[config.mk]
export PLATFORM = sky130hd
export DESIGN_NAME = cpack_dict_cell
export DESIGN_NICKNAME = d
export VERILOG_FILES = /design/src/hw/rtl/cpack_pkg.sv /design/src/hw/rtl/cpack_dict_cell.sv
export SDC_FILE = /design/constraint.sdc
export NUM_CORES = 1
export LEC_CHECK = 0
export BUFFER_PORTS_ARGS = -buffer_cell sky130_fd_sc_hd__buf_2
export CELL_PAD_IN_SITES_DETAIL_PLACEMENT = 1
export CELL_PAD_IN_SITES_GLOBAL_PLACEMENT = 2
export CORE_UTILIZATION = 26
export DETAILED_ROUTE_END_ITERATION = 12
export PLACE_DENSITY = 0.65
export SLEW_MARGIN = 20
export SYNTH_ARGS = -nofsm -noshare
export SYNTH_HDL_FRONTEND = slang
export SYNTH_SLANG_ARGS = --single-unit
[constraint.sdc]
create_clock -name clk -period 1.1 [get_ports clk]
set_input_delay 0.055 -clock clk [delete_from_list [all_inputs] [get_ports clk]]
set_output_delay 0.055 -clock clk [all_outputs]
set_load 0.01 [all_outputs]
[src/hw/rtl/cpack_pkg.sv]
// shared types and constants of the c-pack line size estimator
// no dependencies

package cpack_pkg;

  localparam int MAX_LINE_WORDS = 32;
  localparam int IDX_W          = $clog2(MAX_LINE_WORDS);
  localparam int LW_W           = 6;
  localparam int BITS_W         = 11;
  localparam int CNT_W          = 6;

  localparam logic [31:0] MASK_THREE = 32'hFFFF_FF00;
  localparam logic [31:0] MASK_TWO   = 32'hFFFF_0000;

  localparam logic [5:0] COST_ZERO  = 6'd2;
  localparam logic [5:0] COST_ZZZX  = 6'd12;
  localparam logic [5:0] COST_FULL  = 6'd6;
  localparam logic [5:0] COST_THREE = 6'd16;
  localparam logic [5:0] COST_TWO   = 6'd24;
  localparam logic [5:0] COST_RAW   = 6'd34;

  localparam logic [LW_W-1:0] LINE_WORDS_RESET = LW_W'(MAX_LINE_WORDS);

  // match flags handed along the row of dictionary cells
  typedef struct packed {
    logic full;
    logic three;
    logic two;
  } hit_t;

  typedef struct packed {
    logic [CNT_W-1:0] zzzx;
    logic [CNT_W-1:0] full;
    logic [CNT_W-1:0] three;
    logic [CNT_W-1:0] two;
    logic [CNT_W-1:0] raw;
  } counts_t;

endpackage

[src/hw/rtl/cpack_dict_cell.sv]
// one dictionary entry: stored word, valid bit and its three compares
// depends on cpack_pkg

module cpack_dict_cell import cpack_pkg::*; (
  input  logic        clk,
  input  logic        rst,
  input  logic [31:0] word,
  input  logic        clear,
  input  logic        in_use,
  input  logic        wr_en,
  input  hit_t        hit_in,
  output hit_t        hit_out
);

  logic [31:0] entry;
  logic        valid;
  logic        live;

  // a clear in the same request hides the old contents
  assign live = valid && !clear && in_use;

  assign hit_out.full  = hit_in.full  || (live && entry == word);
  assign hit_out.three = hit_in.three || (live && (entry & MASK_THREE) == (word & MASK_THREE));
  assign hit_out.two   = hit_in.two   || (live && (entry & MASK_TWO) == (word & MASK_TWO));

  always_ff @(posedge clk) begin
    if (rst) begin
      valid <= 1'b0;
    end else if (wr_en) begin
      valid <= 1'b1;
    end else if (clear) begin
      valid <= 1'b0;
    end
  end

  always_ff @(posedge clk) begin
    if (wr_en) begin
      entry <= word;
    end
  end

endmodule

* Word level (Yosys, flattened, before mapping)
Index checks and enable logic that the tools add are counted.
** Operators by class
- Mux-type cells :: 2
- Eq/ne operators :: 3
- Reductions and logical operators :: 10
** Operators by type and width (count)
- $eq 32x32->1 :: 1
- $eq 24x24->1 :: 1
- $eq 16x16->1 :: 1
- $logic_and 1x1->1 :: 5
- $logic_or 1x1->1 :: 3
- $mux 1 :: 2
- $reduce_bool 2->1 :: 1
- $logic_not 1->1 :: 1
** Storage, ports and cells
- Logic and storage cells :: 17
- Register bits after elaboration :: 33
- Output and inout port bits :: 3
- Input bits :: 40

* Logic depth before layout (Yosys ltp)
Gate-level depths: netlist (run 1).
- Word-level depth :: 5
- Depth in mapped cells :: 4
- Depth with buffers taken out :: 4

* Worst setup path before layout (run 1)
OpenSTA, ideal clock, no wires.
- Path type :: register -> output
- From :: register entry[25]
- To :: output hit_out[2] (netlist name)
- Required time :: 1.045 ns
- Buffers on the path :: 0
- Data arrival time :: 1.288 ns
- Setup slack :: -0.243 ns
- Cell stages (with the launch flop) :: 5
- Cells stage by stage :: edfxtp_1 -> xor2_1 -> nor4_2 -> nand4_1 -> o31ai_2
** RTL lines
- start, declared :: line cpack_dict_cell.sv:15 : logic [31:0] entry;
- start signal, assigned :: line cpack_dict_cell.sv:38 : entry <= word;
- end, declared :: line cpack_dict_cell.sv:12 : output hit_t hit_out

==> out/metrics.yaml, run 1 <==
status:
  outcome: "finished with violations"
  violations: "negative setup slack"
power:
  p_per_area_mw_per_mm2: 1320
  p_leak_uw: 0.000860
  ir_worst_vdd_mv: 0.650
floorplanning:
  coreArea_mm2: 0.00514
  die-height_um: 75.4
  start_util: 0.272
  die_w_um: 75.4
  die_area_mm2: 0.00568
  rows: 26
  io_pins: 43
clock_network:
  root_buffer: "clkbuf_8"
  cts_setup_buffers: 0
  cts_tree: "done"
  clkSinkCount: 33
  path_clk_slew_ps: 60
  clockBufferDepth: 2
  clock_latency_ps: 280
  htreeDepth: 2
  cts-buffers-inserted: 5
finish:
  finalNonFillerCells: 242
  nets: 210
  syn_to_final_growth_pct: 54.2
  final_common_cell: "buf_2"
  drive_gt1_frac: 0.357
  final_cell_mix: "buf_2, edfxtp_1, xor2_1"
  fin_util: 0.420
setup_path:
  crit_path_cell_trace: "xor2_1, nor4_2, nand4_1, o31ai_2, buf_2"
  r2r_start: "valid$_SDFFE_PP0P_"
  worst-setup-path-type: "flop to output port"
  cp_slowest_cell: "edfxtp_1"
  r2r_slack_ps: 520
  reg2reg_to: "valid$_SDFFE_PP0P_"
  worstPathArrival_ps: 1750
  crit_path_end_kind: "output port"
  cpPeakStageDelay_ps: 370
  worstPathMaxFanout: 3
  start_kind: "flop"
  reg2reg_depth: 2
  required_ps: 1040
  crit_start: "entry[20]$_DFFE_PP_"
route:
  wl_per_cell_um: 12.9
  wirelength_mm: 3.12
  drc: 0
  vias: 983
  drtIter0Drc: 11
  avgViaCountPerCell: 4.06
  drtPass1Iterations: 3
  detail-route-antenna-nets: 0
global_routing:
  grt_max_degree: 34
  grt_pass1_wl_mm: 4.96
  grtUsageTotal: 0.124
  antenna_found_initial: 1
  grt_pass1_vias: 1097
  grt_overflow: 0
sta:
  hold_violations: 0
  worst_slack_ps: -704
  slew_violations: 0
  period_share: 1.64
  tightest_slew_ps: 266
  fin_hold_ws_ps: 71.7
  clock.fmax_ghz: 0.554
  fin_skew_ps: 0
  min_period_ps: 1800
  relSlewSlack: 0.821
  rsz0062_at_grt: "yes"
  finalSetupViolCount: 3
job:
  max_cap_viol_count: 0
logic_synthesis:
  ys_types: 15
  ys_seq_area_frac: 0.701
  synthCells: 85
  ys_seq_elements: 33
  syn_nets: 125
  syn_area_mm2: 0.00140
  yosysWarnings: 0
  avgSynthCellArea_um2: 16.5
placement:
  dp_hpwl_mm: 2.14
  place_inst: 204
  io_buffers: 42
  place_congestion: 0.690
worst_hold_path:
  min-delay-start: "word[10]"
  hp-class: "input port to flop"
  hold_depth: 2
  min_to: "entry[10]$_DFFE_PP_"
## critical path: cells and delay by family, from the launching register on
kind                      cells  cell delay, ps
buffers and inverters         1             170
DFF                           1             370
and+or+nand+nor               2             510
AOI/OAI and AO/OA             1             260
xor gates and xnor gates      1             160
## where the power goes
| part | leakage (uW) | switching [uW] | internal [uW] |
|---|---|---|---|
| Clock | 0.0000455 | 409 | 510 |
| Combinational | 0.000493 | 168 | 221 |
| Sequential | 0.000322 | 41.1 | 1490 |
| Total | 0.000860 | 618 | 2220 |
## registers in the layout (all words and copies together), names as in the netlist
signal,cells
entry,32
valid,1
## cell usage after synthesis (all sizes together)
cell type,instances,area [um2]
edfxtp,32,961
xor2,31,272
nor4,7,62.6
inv,2,7.51
nand2,2,7.51
nand4,2,12.5
o21bai,2,15.0
a21oi,1,5.00
and3,1,6.26
dfxtp,1,20.0
nor2,1,3.75
nor3,1,5.00
o31ai,1,12.5
xnor2,1,8.76
## per-stage QoR
step / total power, uW / cell area (um2) / setup slack [ps] / TNS (ps)
2_1_floorplan: 1680 / 1400 / -192 / -465
3_3_place_gp: 1850 / 1760 / -466 / -1230
3_5_place_dp: 1860 / 1760 / -489 / -1370
4_1_cts: 2880 / 2150 / -761 / -2190
5_1_grt: 2970 / 2160 / -869 / -2490
6_report: 2840 / 2160 / -704 / -1990
## cell families (layout without fill, tap and decap cells)
group,count (synthesis),after routing,synth area share
XOR/XNOR,32,32,0.200
AND/OR/NAND/NOR,14,14,0.0698
flip-flops,33,33,0.701
buffers and inverters,2,88,0.00537
other,0,1,0
AO/OA/AOI/OAI,4,4,0.0232
## metal layers
layer / part of all wire / global-route usage
met5: 0 / 0
met4: 0.023 / 0.0556
met3: 0.053 / 0.0423
met2: 0.51 / 0.214
met1: 0.41 / 0.139
## cell type report
cell class	count	area, um2
Fill cell	584	2980
Antenna cell	1	2.50
Sequential cell	33	981
Inverter	2	7.51
Tap cell	70	87.6
Clock buffer	8	90.1
Multi-Input combinational cell	50	423
Timing Repair Buffer	78	566
## worst max-delay path by stage
stage / slack (ps) / depth (start not counted) / endpoint
5_1_grt: -870 / 5 / hit_out[2]
4_1_cts: -760 / 5 / hit_out[2]
6_report: -700 / 5 / hit_out[2]
2_1_floorplan: -190 / 4 / hit_out[2]
3_3_place_gp: -470 / 5 / hit_out[2]
3_5_place_dp: -490 / 5 / hit_out[2]
## timing repair
item | in CTS | in global routing
endpoints found under the setup margin | 3 | 3
resized for setup | 1 | 1
pin swaps | 4 | 3
hold buffers | 29 | 0
gates cloned | 0 | 0
endpoints found under the hold margin | 29 | 0
Power figures use the tool's default switching activity.
==> run 2, diff against run 1 <==
--- a/config.mk
+++ b/config.mk
@@ -9,6 +9,8 @@
 export CELL_PAD_IN_SITES_DETAIL_PLACEMENT = 1
 export CELL_PAD_IN_SITES_GLOBAL_PLACEMENT = 2
 export CORE_UTILIZATION = 26
+export CTS_BUF_LIST = sky130_fd_sc_hd__clkbuf_16
+export CTS_CLUSTER_SIZE = 25
 export DETAILED_ROUTE_END_ITERATION = 12
 export PLACE_DENSITY = 0.65
 export SLEW_MARGIN = 20
==> run 2 against run 1 <==
The run still ends with negative setup slack left; worst setup slack better by 12 ps; register-to-register slack about the same; highest routed layer unchanged; first-iteration DRC count up 36%; wire length up 1.5%; critical path depth unchanged.
==> out/metrics.yaml, run 2 (same netlist as run 1, synthesis figures left out) <==
finish:
  top_register: "entry"
  fin_util: 0.428  # +0.00852
  multi_input_area_um2: 423  # unchanged
  largest_reg_flops: 32  # unchanged
  antennaDiodeCount: 0  # -1
  design_area_mm2: 0.00220  # +2.0%
  num-fill-cells: 575  # -1.5%
  drive_gt1_frac: 0.351  # -0.00585
  syn_to_final_growth_pct: 57.3
  nets: 210  # unchanged
  final_common_cell: "buf_2"
  final_cell_mix: "buf_2, edfxtp_1, xor2_1"
  top_regs: "entry: 32 flops, valid: 1 flops"
  seq_area_um2: 981  # unchanged
global_routing:
  grt_pass1_vias: 1106  # +0.82%
  grtUsageTotal: 0.128  # +0.00424
  met1_usage: 0.145  # +0.00595
  grt_pass1_wl_mm: 5.13  # +3.3%
  top_usage_layer: "met2"
  gr-usage-met2: 0.225  # +0.0109
  met3_usage: 0.0463  # +0.00397
  antenna_found_initial: 0  # -1
  grt_overflow: 0  # unchanged
  grt_max_degree: 34  # unchanged
floorplanning:
  die-height_um: 75.4  # unchanged
  start_util: 0.272  # unchanged
  io_pins: 43  # unchanged
  rows: 26  # unchanged
  die_area_mm2: 0.00568  # unchanged
  coreArea_mm2: 0.00514  # unchanged
  die_w_um: 75.4  # unchanged
clock_network:
  root_buffer: "clkbuf_16"
  clock_latency_ps: 270  # about the same
  cts-buffers-inserted: 5  # unchanged
  clockBufferDepth: 2  # unchanged
  path_clk_slew_ps: 50  # about the same
  cts_tree: "done"
  clkSinkCount: 33  # unchanged
  cts_setup_buffers: 0  # unchanged
  htreeDepth: 2  # unchanged
sta:
  rsz0062_at_grt: "yes"
  clock.fmax_ghz: 0.558  # +0.68%
  tightest_slew_ps: 265  # -1.31 ps
  hold_violations: 0  # unchanged
  worst_slack_ps: -692  # +12.2 ps
  finalSetupViolCount: 3  # unchanged
  min_period_ps: 1790  # -12.2 ps
  slew_violations: 0  # unchanged
  period_share: 1.63  # -0.0111
  fin_skew_ps: 0  # unchanged
  relSlewSlack: 0.822  # +0.000878
job:
  max_cap_viol_count: 0  # unchanged
placement:
  placed_area_mm2: 0.00176  # unchanged
  dp_hpwl_mm: 2.14  # unchanged
  place_congestion: 0.690  # unchanged
  io_buffers: 42  # unchanged
route:
  avgViaCountPerCell: 4.10  # +0.82%
  drtIter0Drc: 15  # +4
  drtPass1Iterations: 4  # +1
  vias: 987  # +0.41%
  wl_per_cell_um: 13.1  # +2.0%
  wirelength_mm: 3.16  # +1.5%
  detail-route-antenna-nets: 0  # unchanged
  drc: 0  # unchanged
status:
  violations: "negative setup slack"
  outcome: "finished with violations"
setup_path:
  crit_path_end_kind: "output port"
  worstPathMaxFanout: 3  # unchanged
  worstPathArrival_ps: 1740  # about the same
  worst-setup-path-type: "flop to output port"
  required_ps: 1040  # about the same
  start_kind: "flop"
worst_hold_path:
  hp-class: "input port to flop"
power:
  ir_worst_vdd_mv: 0.688  # +5.9%
  p_per_area_mw_per_mm2: 1450  # +10%
  p_leak_uw: 0.000888  # +3.3%
[run 2: layer usage]
| metal | wire length (um) | share of wire |
|---|---|---|
| met1 | 1300 | 0.41 |
| met2 | 1660 | 0.52 |
| met3 | 171 | 0.054 |
| met5 | 0 | 0 |
| met4 | 36 | 0.011 |
[run 2: cell type report]
class,count,share of cell area
inverters,2,0.00341
repair buffers,78,0.257
flip-flops and latches,33,0.446
clock inverters,3,0.00512
well taps,70,0.0398
clock buffers,5,0.0569
multi-input cells,50,0.192
[run 2: final timing paths]
path	start	to	slack (ps)	cells past startpoint
setup / recovery	entry[20]$_DFFE_PP_	hit_out[2]	-690	5
hold / removal	word[10]	entry[10]$_DFFE_PP_	80	2
setup reg to reg	valid$_SDFFE_PP0P_	valid$_SDFFE_PP0P_	520	2
hold reg to reg	valid$_SDFFE_PP0P_	valid$_SDFFE_PP0P_	490	2
[run 2: through the flow]
step	std cells	total power, uW	hold WS, ps	worst slack (ps)	setup TNS, ps
finish	241	3200	77.9	-692	-1950
global placement	204	1850	212	-466	-1230
floorplan	85	1680	127	-192	-465
global route	241	3340	76.2	-852	-2440
CTS	241	3230	71.3	-745	-2140
detailed placement	204	1860	225	-489	-1370
[run 2: critical path, stage by stage, from the launching register on]
cell and delay (ps):
edfxtp_1 370, xor2_1 160, nor4_2 300, nand4_1 210, o31ai_2 260, buf_2 170
[run 2: power breakdown]
part	switching, uW	total, uW	internal, uW
combinational	169	391	221
sequential	41.4	1530	1490
clock	459	1270	811
[run 2: what timing repair did]
action | in CTS | in global routing
resized for setup | 1 | 1
setup endpoints to repair | 3 | 3
hold buffers | 29 | 0
pin swaps | 4 | 3
hold endpoints to repair | 29 | 0
==> run 3, diff against run 2 <==
--- a/config.mk
+++ b/config.mk
@@ -13,6 +13,7 @@
 export CTS_CLUSTER_SIZE = 25
 export DETAILED_ROUTE_END_ITERATION = 12
 export PLACE_DENSITY = 0.65
+export SKIP_CTS_REPAIR_TIMING = 1
 export SLEW_MARGIN = 20
 export SYNTH_ARGS = -nofsm -noshare
 export SYNTH_HDL_FRONTEND = slang
==> run 3 against run 2 <==
The flow still finishes with violations (negative setup slack); sequential power barely moved; non-clock buffer count fell by 1; die area did not move; via count rose by 0.41%; final cell count did not move; worst setup slack got worse by 30 ps; fmax fell by 1.6%; utilization fell by 0.15 points; clock skew did not move; combinational power barely moved; largest cell class unchanged.
==> out/metrics.yaml, run 3 (same netlist as run 1, synthesis figures left out) <==
floorplanning:
  io_pins: 43  # unchanged
  die_area_mm2: 0.00568  # unchanged
  rows: 26  # unchanged
  start_util: 0.272  # unchanged
  die_w_um: 75.4  # unchanged
  die-height_um: 75.4  # unchanged
  coreArea_mm2: 0.00514  # unchanged
worst_hold_path:
  hold_depth: 1  # -1
  min-delay-start: "word[11]"
  min_to: "entry[11]$_DFFE_PP_"
  hp-class: "input port to flop"
job:
  max_cap_viol_count: 0  # unchanged
setup_path:
  r2r_start: "valid$_SDFFE_PP0P_"
  reg2reg_depth: 2  # unchanged
  start_kind: "flop"
  crit_path_end_kind: "output port"
  worstPathArrival_ps: 1770  # +30 ps
  crit_path_cell_trace: "xor2_1, nor4_2, nand4_1, o31ai_2, buf_2"
  reg2reg_to: "valid$_SDFFE_PP0P_"
  required_ps: 1040  # about the same
  worst-setup-path-type: "flop to output port"
  r2r_slack_ps: 520  # about the same
  cp_slowest_cell: "edfxtp_1"
  cpPeakStageDelay_ps: 390  # +20 ps
  path_delay_family: "simple AND/OR/NAND/NOR gates"
  path_buf_inv: 1  # unchanged
  worstPathMaxFanout: 3  # unchanged
finish:
  top_regs: "entry: 32 flops, valid: 1 flops"
  largest_reg_flops: 32  # unchanged
  multi_input_area_um2: 423  # unchanged
  seq_area_um2: 981  # unchanged
  drive_gt1_frac: 0.353  # +0.00206
  nets: 209  # -0.48%
  num-fill-cells: 572  # -0.52%
  final_common_cell: "buf_2"
  design_area_mm2: 0.00219  # -0.34%
  top_register: "entry"
  fin_util: 0.427  # -0.00146
  final_cell_mix: "buf_2, edfxtp_1, xor2_1"
  syn_to_final_growth_pct: 56.8
route:
  vias: 991  # +0.41%
  detail-route-antenna-nets: 0  # unchanged
  wirelength_mm: 3.20  # +1.1%
  drtIter0Drc: 15  # unchanged
  drtPass1Iterations: 4  # unchanged
  wl_per_cell_um: 13.3  # +1.1%
  avgViaCountPerCell: 4.11  # +0.41%
  drc: 0  # unchanged
status:
  outcome: "finished with violations"
  violations: "negative setup slack"
clock_network:
  cts-buffers-inserted: 5  # unchanged
  clock_latency_ps: 270  # about the same
  clkSinkCount: 33  # unchanged
  root_buffer: "clkbuf_16"
  path_clk_slew_ps: 50  # about the same
  clockBufferDepth: 2  # unchanged
  cts_tree: "done"
  htreeDepth: 2  # unchanged
placement:
  io_buffers: 42  # unchanged
  place_congestion: 0.690  # unchanged
  placed_area_mm2: 0.00176  # unchanged
  dp_hpwl_mm: 2.14  # unchanged
power:
  p_leak_uw: 0.000884  # -0.47%
  p_per_area_mw_per_mm2: 1460  # +0.30%
  ir_worst_vdd_mv: 0.688  # about the same
sta:
  worst_slack_ps: -722  # -30.0 ps
  hold_violations: 0  # unchanged
  finalSetupViolCount: 3  # unchanged
  relSlewSlack: 0.824  # +0.00160
  clock.fmax_ghz: 0.549  # -1.6%
  period_share: 1.66  # +0.0273
  rsz0062_at_grt: "yes"
  slew_violations: 0  # unchanged
  min_period_ps: 1820  # +30.0 ps
  tightest_slew_ps: 262  # -2.62 ps
  fin_skew_ps: 0  # unchanged
global_routing:
  grt_overflow: 0  # unchanged
  antenna_found_initial: 1  # +1
  grt_max_degree: 34  # unchanged
  top_usage_layer: "met2"
  grt_pass1_vias: 961  # -13%
  grtUsageTotal: 0.112  # -0.0167
  met1_usage: 0.128  # -0.0177
  grt_pass1_wl_mm: 4.44  # -13%
  met3_usage: 0.0463  # unchanged
  gr-usage-met2: 0.188  # -0.0377
run 3: power by group:
| part | leakage (uW) | total [uW] | switching [uW] | internal [uW] |
|---|---|---|---|---|
| Sequential | 0.000322 | 1540 | 42.5 | 1490 |
| Clock | 0.0000738 | 1270 | 458 | 811 |
| Combinational | 0.000488 | 390 | 171 | 219 |
| Total | 0.000884 | 3190 | 671 | 2520 |
run 3: routing by layer:
layer,wire length (um),part of all wire,vias up
met2,1650,0.52,36
met1,1280,0.40,465
met4,73,0.023,0
met3,191,0.060,6
met5,0,0,-
li1,-,-,484
run 3: layout make-up:
class	instances	share of cell area
clock inverter	3	0.00513
antenna	1	0.00114
sequential	33	0.447
tap	70	0.0399
multi-input combinational	50	0.193
timing repair buffer	77	0.253
inverter	2	0.00342
clock buffer	5	0.0570
run 3: worst max-delay path by stage:
stage                         from          to  slack (ps)  cells after the start
6_report       entry[31]$_DFFE_PP_  hit_out[2]        -720                      5
3_5_place_dp   entry[24]$_DFFE_PP_  hit_out[2]        -490                      5
3_3_place_gp   entry[24]$_DFFE_PP_  hit_out[2]        -470                      5
5_1_grt        entry[12]$_DFFE_PP_  hit_out[2]        -860                      5
4_1_cts        entry[24]$_DFFE_PP_  hit_out[2]        -830                      5
2_1_floorplan  entry[30]$_DFFE_PP_  hit_out[2]        -190                      4
run 3: metrics by stage:
stage	setup slack [ps]	hold WS [ps]	setup TNS, ps	power (uW)	cells
floorplan	-192	127	-465	1680	85
global placement	-466	212	-1230	1850	204
detailed placement	-489	225	-1370	1860	204
CTS	-827	-64.3	-2360	3150	212
global route	-859	1.11	-2480	3340	241
finish	-722	0.687	-2030	3190	241
